[config.mk]
export PLATFORM = sky130hd
export DESIGN_NAME = extended_float_adder
export DESIGN_NICKNAME = d
export VERILOG_FILES = /design/src/efadd_pkg.sv /design/src/efadd_prep.sv /design/src/efadd_norm.sv /design/src/extended_float_adder.sv
export SDC_FILE = /design/constraint.sdc
export NUM_CORES = 2
export LEC_CHECK = 0
export ABC_CLOCK_PERIOD_IN_PS = 22200
export BUFFER_PORTS_ARGS = -buffer_cell sky130_fd_sc_hd__buf_2
export CORE_ASPECT_RATIO = 2
export CORE_UTILIZATION = 45
export DETAILED_ROUTE_END_ITERATION = 16
export GPL_TIMING_DRIVEN = 0
export HOLD_SLACK_MARGIN = 0.03
export PLACE_DENSITY = 0.67
export SYNTH_ARGS = -nofsm -noshare
export SYNTH_HDL_FRONTEND = slang
export SYNTH_SLANG_ARGS = --single-unit
export TNS_END_PERCENT = 100
[constraint.sdc]
create_clock -name i_clk -period 22.2 [get_ports i_clk]
set_input_delay 1.11 -clock i_clk [delete_from_list [all_inputs] [get_ports i_clk]]
set_output_delay 1.11 -clock i_clk [all_outputs]
set_load 0.01 [all_outputs]
[src/efadd_pkg.sv]
// Shared types and constants for the extended float adder.
package efadd_pkg;

    localparam int MANT_W  = 160;
    localparam int EXP_W   = 15;
    localparam int SHAMT_W = 8;
    localparam logic [EXP_W-1:0] EXP_INF = 15'h7FFF;

    typedef struct packed {
        logic        a_sign;
        logic [14:0] a_exp;
        logic [31:0] a_mant_hi;
        logic [63:0] a_mant_mid;
        logic [63:0] a_mant_lo;
        logic        b_sign;
        logic [14:0] b_exp;
        logic [31:0] b_mant_hi;
        logic [63:0] b_mant_mid;
        logic [63:0] b_mant_lo;
    } t_in;

    typedef struct packed {
        logic        sum_sign;
        logic [14:0] sum_exp;
        logic [31:0] sum_mant_hi;
        logic [63:0] sum_mant_mid;
        logic [63:0] sum_mant_lo;
    } t_out;

    // Work carried between stages.
    typedef struct packed {
        logic              special;
        logic [MANT_W-1:0] spec_mant;
        logic              sub;
        logic              sign;
        logic [EXP_W-1:0]  exp;
        logic [MANT_W-1:0] big;
        logic [MANT_W-1:0] lesser;
        logic [SHAMT_W-1:0] shamt;
        logic              flush;
    } t_work;

endpackage

[src/efadd_prep.sv]
// Stage one: special cases, magnitude compare and operand swap.
module efadd_prep (
    input  efadd_pkg::t_in   i_in,
    output efadd_pkg::t_work o_work
);
    import efadd_pkg::*;

    logic [MANT_W-1:0] ma, mb;
    logic a_nan, b_nan, a_inf, b_inf, sub, a_big, eq;
    logic [EXP_W-1:0] d;

    always_comb begin
        ma = {i_in.a_mant_hi, i_in.a_mant_mid, i_in.a_mant_lo};
        mb = {i_in.b_mant_hi, i_in.b_mant_mid, i_in.b_mant_lo};
        a_nan = (i_in.a_exp == EXP_INF) && (ma != '0);
        b_nan = (i_in.b_exp == EXP_INF) && (mb != '0);
        a_inf = (i_in.a_exp == EXP_INF) && (ma == '0);
        b_inf = (i_in.b_exp == EXP_INF) && (mb == '0);
        sub = i_in.a_sign != i_in.b_sign;
        eq = (i_in.a_exp == i_in.b_exp) && (ma == mb);
        a_big = (i_in.a_exp > i_in.b_exp) || ((i_in.a_exp == i_in.b_exp) && (ma > mb));
        d = '0;
        o_work = '0;
        o_work.sub = sub;
        if (a_nan) begin
            o_work.special = 1'b1;
            o_work.sign = i_in.a_sign;
            o_work.exp = i_in.a_exp;
            o_work.spec_mant = ma;
        end else if (b_nan) begin
            o_work.special = 1'b1;
            o_work.sign = i_in.b_sign;
            o_work.exp = i_in.b_exp;
            o_work.spec_mant = mb;
        end else if (a_inf && b_inf && sub) begin
            o_work.special = 1'b1;
            o_work.exp = EXP_INF;
            o_work.spec_mant = (MANT_W'(1) << 158) | (MANT_W'(1) << 63);
        end else if (a_inf || b_inf) begin
            o_work.special = 1'b1;
            o_work.sign = a_inf ? i_in.a_sign : i_in.b_sign;
            o_work.exp = EXP_INF;
        end else if (sub && eq) begin
            o_work.special = 1'b1;
        end else begin
            if (a_big) begin
                o_work.big = ma;
                o_work.lesser = mb;
                o_work.exp = i_in.a_exp;
                d = i_in.a_exp - i_in.b_exp;
            end else begin
                o_work.big = mb;
                o_work.lesser = ma;
                o_work.exp = i_in.b_exp;
                d = i_in.b_exp - i_in.a_exp;
            end
            o_work.sign = sub ? (a_big ? i_in.a_sign : i_in.b_sign) : i_in.a_sign;
            o_work.flush = d > EXP_W'(MANT_W - 1);
            o_work.shamt = d[SHAMT_W-1:0];
        end
    end

endmodule

[src/efadd_norm.sv]
// Final stage: carry handling and left normalization of a difference.
module efadd_norm (
    input  logic                          i_special,
    input  logic [efadd_pkg::MANT_W-1:0]  i_spec_mant,
    input  logic                          i_sub,
    input  logic                          i_sign,
    input  logic [efadd_pkg::EXP_W-1:0]   i_exp,
    input  logic [efadd_pkg::MANT_W-1:0]  i_sum,
    output efadd_pkg::t_out               o_out
);
    import efadd_pkg::*;

    logic [MANT_W-1:0] m;
    logic [EXP_W:0] e1;
    logic [7:0] lz, sh;

    always_comb begin
        m = i_sum;
        sh = '0;
        lz = 8'd159;
        for (int k = 0; k < 159; k++) begin
            if (i_sum[158-k] && lz == 8'd159) begin
                lz = 8'(k);
            end
        end
        e1 = {1'b0, i_exp};
        if (i_special) begin
            m = i_spec_mant;
        end else if (i_sub) begin
            if (i_sum[159]) begin
                sh = '0;
            end else begin
                if (i_exp < 15'd256 && i_exp[7:0] < lz) sh = i_exp[7:0];
                else sh = lz;
            end
            m = i_sum << sh;
            e1 = {1'b0, i_exp} - (EXP_W+1)'(sh);
        end else if (i_sum[159]) begin
            m = (i_sum >> 1) | (MANT_W'(1) << 158);
            e1 = {1'b0, i_exp} + 1'b1;
            if (e1 >= 16'h7FFF) begin
                e1 = 16'h7FFF;
                m = '0;
            end
        end
        o_out.sum_sign = i_sign;
        o_out.sum_exp = e1[EXP_W-1:0];
        o_out.sum_mant_hi = m[159:128];
        o_out.sum_mant_mid = m[127:64];
        o_out.sum_mant_lo = m[63:0];
    end

endmodule

[src/extended_float_adder.sv]
// Extended float adder: four-stage pipeline, one operation per clock when
// not stalled by i_ready. Stages from input beat to output beat: classify and swap,
// align shift, 160-bit add or subtract, normalize. Each stage advances when
// the output register ahead of it is empty or being taken; no rounding is done.
module extended_float_adder (
    input  logic              i_clk,
    input  logic              i_rst_n,
    input  logic              i_valid,
    output logic              o_ready,
    input  efadd_pkg::t_in    i_data,
    output logic              o_valid,
    input  logic              i_ready,
    output efadd_pkg::t_out   o_data
);
    import efadd_pkg::*;

    t_work w0, r_w1, r_w2, n_w2;
    logic [MANT_W-1:0] r_sum;
    logic r_v1, r_v2, r_v3, r_v4;
    logic r_sp3, r_sub3, r_sign3;
    logic [EXP_W-1:0] r_exp3;
    logic [MANT_W-1:0] r_spm3;
    t_out n_out, r_out;
    logic adv1, adv2, adv3, adv4;

    efadd_prep u_prep (.i_in(i_data), .o_work(w0));

    assign adv4 = !r_v4 || i_ready;
    assign adv3 = !r_v3 || adv4;
    assign adv2 = !r_v2 || adv3;
    assign adv1 = !r_v1 || adv2;
    assign o_ready = adv1;

    always_ff @(posedge i_clk) begin
        if (!i_rst_n) begin
            r_v1 <= 1'b0;
            r_v2 <= 1'b0;
            r_v3 <= 1'b0;
            r_v4 <= 1'b0;
        end else begin
            if (adv1) r_v1 <= i_valid;
            if (adv2) r_v2 <= r_v1;
            if (adv3) r_v3 <= r_v2;
            if (adv4) r_v4 <= r_v3;
        end
    end

    always_comb begin
        n_w2 = r_w1;
        n_w2.lesser = r_w1.flush ? '0 : (r_w1.lesser >> r_w1.shamt);
    end

    always_ff @(posedge i_clk) begin
        if (adv1) r_w1 <= w0;
        if (adv2) r_w2 <= n_w2;
        if (adv3) begin
            r_sum <= r_w2.sub ? (r_w2.big - r_w2.lesser) : (r_w2.big + r_w2.lesser);
            r_sp3 <= r_w2.special;
            r_spm3 <= r_w2.spec_mant;
            r_sub3 <= r_w2.sub;
            r_sign3 <= r_w2.sign;
            r_exp3 <= r_w2.exp;
        end
        if (adv4) r_out <= n_out;
    end

    efadd_norm u_norm (
        .i_special(r_sp3), .i_spec_mant(r_spm3), .i_sub(r_sub3), .i_sign(r_sign3),
        .i_exp(r_exp3), .i_sum(r_sum), .o_out(n_out)
    );

    assign o_valid = r_v4;
    assign o_data = r_out;

    a_hold: assert property (@(posedge i_clk) disable iff (!i_rst_n)
        o_valid && !i_ready |=> o_valid && $stable(o_data)) else $error("output beat dropped");
    a_flow: assert property (@(posedge i_clk) disable iff (!i_rst_n)
        r_v3 && !adv4 |=> r_v3) else $error("stage three lost a beat");
    a_ready: assert property (@(posedge i_clk) disable iff (!i_rst_n)
        !r_v1 |-> o_ready) else $error("stall with empty first stage");

endmodule

==> results.md, run 1 <==
- Count of input and output buffers: 533
- Yosys cell types: 142
- Syn. warnings: 0
- H-tree levels: 4
- Synthesized area: 0.109 mm2
- Synth top area cells: edfxtp_1 42%, mux2i_1 6.8%, nor2_1 5.2%, nand2_1 4.8%, ha_1 4.2%
- CTS Buf Count: 141
- Synth top area share: 0.418
- Top_reg_cell synth: edfxtp_1
- Root buf cell: clkbuf_16
- Post-DP HPWL: 651000 um
- Clock Sinks: 1523
- Post-synthesis sequential area ratio: 0.419
- DIE HEIGHT: 698 um
- EDFF count, synth: 1519
- Num rows: 255
- DIE WIDTH: 350 um
- Stop stage: 5_1_grt
- Yosys top cell by area: edfxtp_1
- Vias in the first global route: 145000
- Cell with the most instances after synthesis: edfxtp_1
- Gp weighted congestion: 1.44
- Post-synth ARST share: 0
- DP Area: 0.118 mm2
- Largest net degree at the start of global routing: 138
- Syn Nets: 12300
- First-pass GRT wire length: 1470000 um
- Grt ovf: 9109
- Mean Syn Cell Area: 9.40 um2
- Global Route Usage Sum: 0.834
- #FFs+latches synth: 1523
- Syn Inst Count: 11600
- Status: aborted with a tool error
- Clock buffer depth: 4
- Ports: 534
- Initial Util: 0.452
- Commonest cells in the synthesized netlist: 1519 x edfxtp_1, 1511 x nor2_1, 1402 x nand2_1
- Err: [ERROR GRT-0116] Global routing finished with congestion. Check the congestion regions in the DRC Viewer.
==> stage by stage <==
stage	utilization	hold slack (ps)	setup WS (ps)	std cells	setup TNS, ps
3_3_place_gp	0.480	402	-8220	15300	-1121020
4_1_cts	0.534	405	-140	15900	-251
2_1_floorplan	-	400	1150	11600	0
3_5_place_dp	0.488	405	-7310	15400	-941120
==> metal layers <==
metal  track usage  overflow
met4         0.897      2149
met2          1.06      6715
met3         0.621       140
met5         0.278        18
met1         0.797        87
==> repair_timing <==
| item | CTS |
|---|---|
| cloned | 3 |
| pin swaps | 160 |
| endpoints found under the setup margin | 175 |
| hold buffers | 0 |
| setup buffers | 233 |
| resized for setup | 1032 |
==> kinds of logic after synthesis <==
family,after synthesis,share of synthesized area
AO/OA/AOI/OAI,3167,0.193
XOR/XNOR,311,0.0250
adder cells (fa/ha/maj),371,0.0428
buffers and inverters,1111,0.0409
flip-flops,1523,0.419
multiplexers,998,0.111
AND/OR/NAND/NOR,4123,0.169
==> inputs of run 2 (changes only) <==
--- a/config.mk
+++ b/config.mk
@@ -5,14 +5,12 @@
 export SDC_FILE = /design/constraint.sdc
 export NUM_CORES = 2
 export LEC_CHECK = 0
-export ABC_CLOCK_PERIOD_IN_PS = 22200
+export ABC_CLOCK_PERIOD_IN_PS = 28900
 export BUFFER_PORTS_ARGS = -buffer_cell sky130_fd_sc_hd__buf_2
-export CORE_ASPECT_RATIO = 2
-export CORE_UTILIZATION = 45
+export CORE_UTILIZATION = 30
 export DETAILED_ROUTE_END_ITERATION = 16
 export GPL_TIMING_DRIVEN = 0
-export HOLD_SLACK_MARGIN = 0.03
-export PLACE_DENSITY = 0.67
+export PLACE_DENSITY_LB_ADDON = 0.15
 export SYNTH_ARGS = -nofsm -noshare
 export SYNTH_HDL_FRONTEND = slang
 export SYNTH_SLANG_ARGS = --single-unit
==> constraint.sdc (replaced) <==
create_clock -name i_clk -period 28.9 [get_ports i_clk]
set_input_delay 1.445 -clock i_clk [delete_from_list [all_inputs] [get_ports i_clk]]
set_output_delay 1.445 -clock i_clk [all_outputs]
set_load 0.01 [all_outputs]
==> run 2 against run 1 <==
  * The flow now finishes, with violations (max-capacitance violations, max-slew violations, negative setup slack)
  * Synthesized cell count unchanged
  * Synthesized area unchanged
==> results.md, run 2 <==
- Final #Nets: 13200
- Total Power: 17.2 mW
- Worst slew pin tran: 1780 ps
- Detail Route Antenna Nets: 0
- Clk pwr share: 0.138
- DIE HEIGHT: 605 um
- Switch share: 0.594
- Reg power frac: 0.203
- P_sw: 10.2 mW
- Routed WL per cell: 48.7 um
- Crit path max fanout: 10
- Clock transition at path regs: 60 ps
- Fin crit period: 28920 ps
- # DRC: 0
- Final setup violation count: 1
- Commonest cells in the synthesized netlist: 1519 x edfxtp_1, 1511 x nor2_1, 1402 x nand2_1
- Root buf cell: clkbuf_16
- Pint: 7.00 mW
- First-pass GRT wire length: 1080000 um
- Placed Cells incl. Taps: 17100
- Slowest-stage cell, CP: nor2_1
- Routed via count: 112000
- RR Endpoint: o_data[139]
- Synth top area cells: edfxtp_1 42%, mux2i_1 6.8%, nor2_1 5.2%, nand2_1 4.8%, ha_1 4.2%
- Slew HR: -0.185
- Hold Fails Final Rpt: 0
- Synthesized area: 0.109 mm2
- Clock Sinks: 1523
- Initial Util: 0.301
- Largest Register: r_w2
- Yosys top cell by area: edfxtp_1
- Top_reg_cell synth: edfxtp_1
- Cell with the most instances after synthesis: edfxtp_1
- Count of input and output buffers: 533
- Fmax: 34.6 MHz
- Syn. warnings: 0
- CTS Buf Count: 181
- Most Frequent Cell on Critical Path: buf_2
- Worst Setup SP: r_sum[152]
- Non-filler cells in the finished layout: 17500
- Worst path required time: 29470 ps
- Gp weighted congestion: 1.10
- CTS tree: built
- DIE WIDTH: 605 um
- Layout Skew: 122 ps
- Final Max Slew Viols: 202
- Synth top area share: 0.418
- Post-DP HPWL: 708000 um
- Largest register FFs: 498
- Initial antenna violation count: 132
- Clock insertion delay at the later pin of the skew report: 960 ps
- CP Capture Type: flop
- Syn Inst Count: 11600
- Yosys cell types: 142
- Core area: 0.362 mm2
- Mean Syn Cell Area: 9.40 um2
- Static leakage: 49.0 nW
- Post-synth ARST share: 0
- Worst R2R Start: r_sum[152]
- Commonest non-fill, non-tap cells in the layout: 1519 x edfxtp_1, 1494 x nor2_1, 1400 x nand2_1, 794 x a21oi_1, 720 x mux2i_1
- CP Launch Type: flop
- Status: finished with violations
- H-tree levels: 4
- Vias in the first global route: 103000
- Post-synthesis sequential area ratio: 0.419
- Tcrit/Tclk final: 1.00
- Share of layout cells above drive strength 1: 0.133
- #FFs+latches synth: 1523
- Global Route Usage Sum: 0.452
- Num rows: 221
- Final worst slack: -19.2 ps
- Number of max-cap violations: 31
- Ports: 534
- Die area: 0.366 mm2
- Drt pass-1 iters: 7
- RSZ-0062 raised after global routing: true
- Reg2Reg Depth: 78
- Layout area overhead: 16.4%
- Commonest non-fill, non-tap cell in the layout: edfxtp_1
- Hold/Removal Path Class: reg2reg
- Grt ovf: 0
- Failing checks: max-capacitance violations, max-slew violations, negative setup slack
- WP data arrival: 29490 ps
- R2R Setup Slk: -20 ps
- EDFF count, synth: 1519
- Worst Setup EP: o_data[139]
- CP max stage delay: 1180 ps
- Peak VDD IR: 0.111 mV
- Syn Nets: 12300
- Critical path class: reg2reg
- Largest net degree at the start of global routing: 121
- Via density: 6.38
- Pwr dens: 136 mW/mm2
- Final wirelength: 853000 um
- Comb pwr share: 0.658
- DRT iter0 DRCs: 16000
- Clock buffer depth: 4
[run 2: cell counts after synthesis]
No cell type changed its count.
[run 2: area by class of cell]
cell class              instances  area [um2]
clock inverters               121        1400
clock buffers                 209        4660
repair buffers                678        4690
plain buffers                 767        3310
flip-flops and latches       1523       45700
inverters                     341        1300
multi-input cells            8970       59700
diodes                        106         265
well taps                    4794        6000
fillers                     37800      235000
[run 2: metrics by stage]
step / instance area (um2) / setup TNS [ps] / hold slack (ps) / setup slack [ps] / utilization
4_1_cts: 126000 / 0 / 318 / 85.8 / 0.349
3_3_place_gp: 118000 / -610620 / 400 / -5190 / 0.325
3_5_place_dp: 120000 / -252880 / 405 / -3090 / 0.332
5_1_grt: 127000 / -113 / 326 / -68.6 / 0.350
6_report: 127000 / -19.2 / 323 / -19.2 / 0.351
2_1_floorplan: 109000 / 0 / 400 / 7850 / -
[run 2: how the worst min path moves through the flow]
stage              start          end  slack, ps  cells past startpoint
3_5_place_dp   r_w2[448]  r_spm3[102]        400                      0
2_1_floorplan    r_sign3  o_data[175]        400                      0
3_3_place_gp   n_w2[171]    r_w2[171]        400                      0
5_1_grt        n_w2[209]    r_w2[209]        330                      0
6_report       r_w2[418]   r_spm3[72]        320                      0
4_1_cts        n_w2[209]    r_w2[209]        320                      0
[run 2: metal layers]
layer | vias up | track usage | part of all wire | routed length, um
met5 | - | 0.000784 | 0.00025 | 216
met4 | 34 | 0.405 | 0.11 | 92100
met3 | 2320 | 0.118 | 0.090 | 76700
met2 | 7553 | 0.661 | 0.42 | 358000
met1 | 56300 | 0.545 | 0.38 | 327000
li1 | 45500 | - | - | -
[run 2: cell families (layout without fill, tap and decap cells)]
family / after synthesis / in the layout / synth area share
adder cells (fa/ha/maj): 371 / 371 / 0.0428
AND/OR/NAND/NOR: 4123 / 4123 / 0.169
other: 0 / 106 / 0
multiplexers: 998 / 998 / 0.111
buffers and inverters: 1111 / 2116 / 0.0409
flip-flops: 1523 / 1523 / 0.419
AO/OA/AOI/OAI: 3167 / 3167 / 0.193
XOR/XNOR: 311 / 311 / 0.0250
[run 2: timing repair]
item                       in CTS  in global routing
gates resized for setup        38                 73
setup buffers                   1                  3
pin swaps                       1                  1
hold buffers                    0                  0
setup endpoints to repair     169                147
[run 2: power groups by stage]
| stage | Combinational, mW | Clock, mW | Sequential (mW) |
|---|---|---|---|
| floorplan | 4.54 | 0 | 3.16 |
| global placement | 10.3 | 0 | 3.49 |
| detailed placement | 10.5 | 0 | 3.49 |
| CTS | 10.5 | 2.41 | 3.44 |
| global route | 11.0 | 2.48 | 3.47 |
| finish | 11.3 | 2.38 | 3.51 |
[run 2: critical path, delay by kind of cell, from the launching register on]
kind            cells  cell delay, ps
compound gates     38           14130
fa+ha+maj           1             330
buf+inv            11            3520
flops               1             360
mux                 1             430
simple gates       27            9620
No activity file was read; power rests on OpenSTA's default activity.
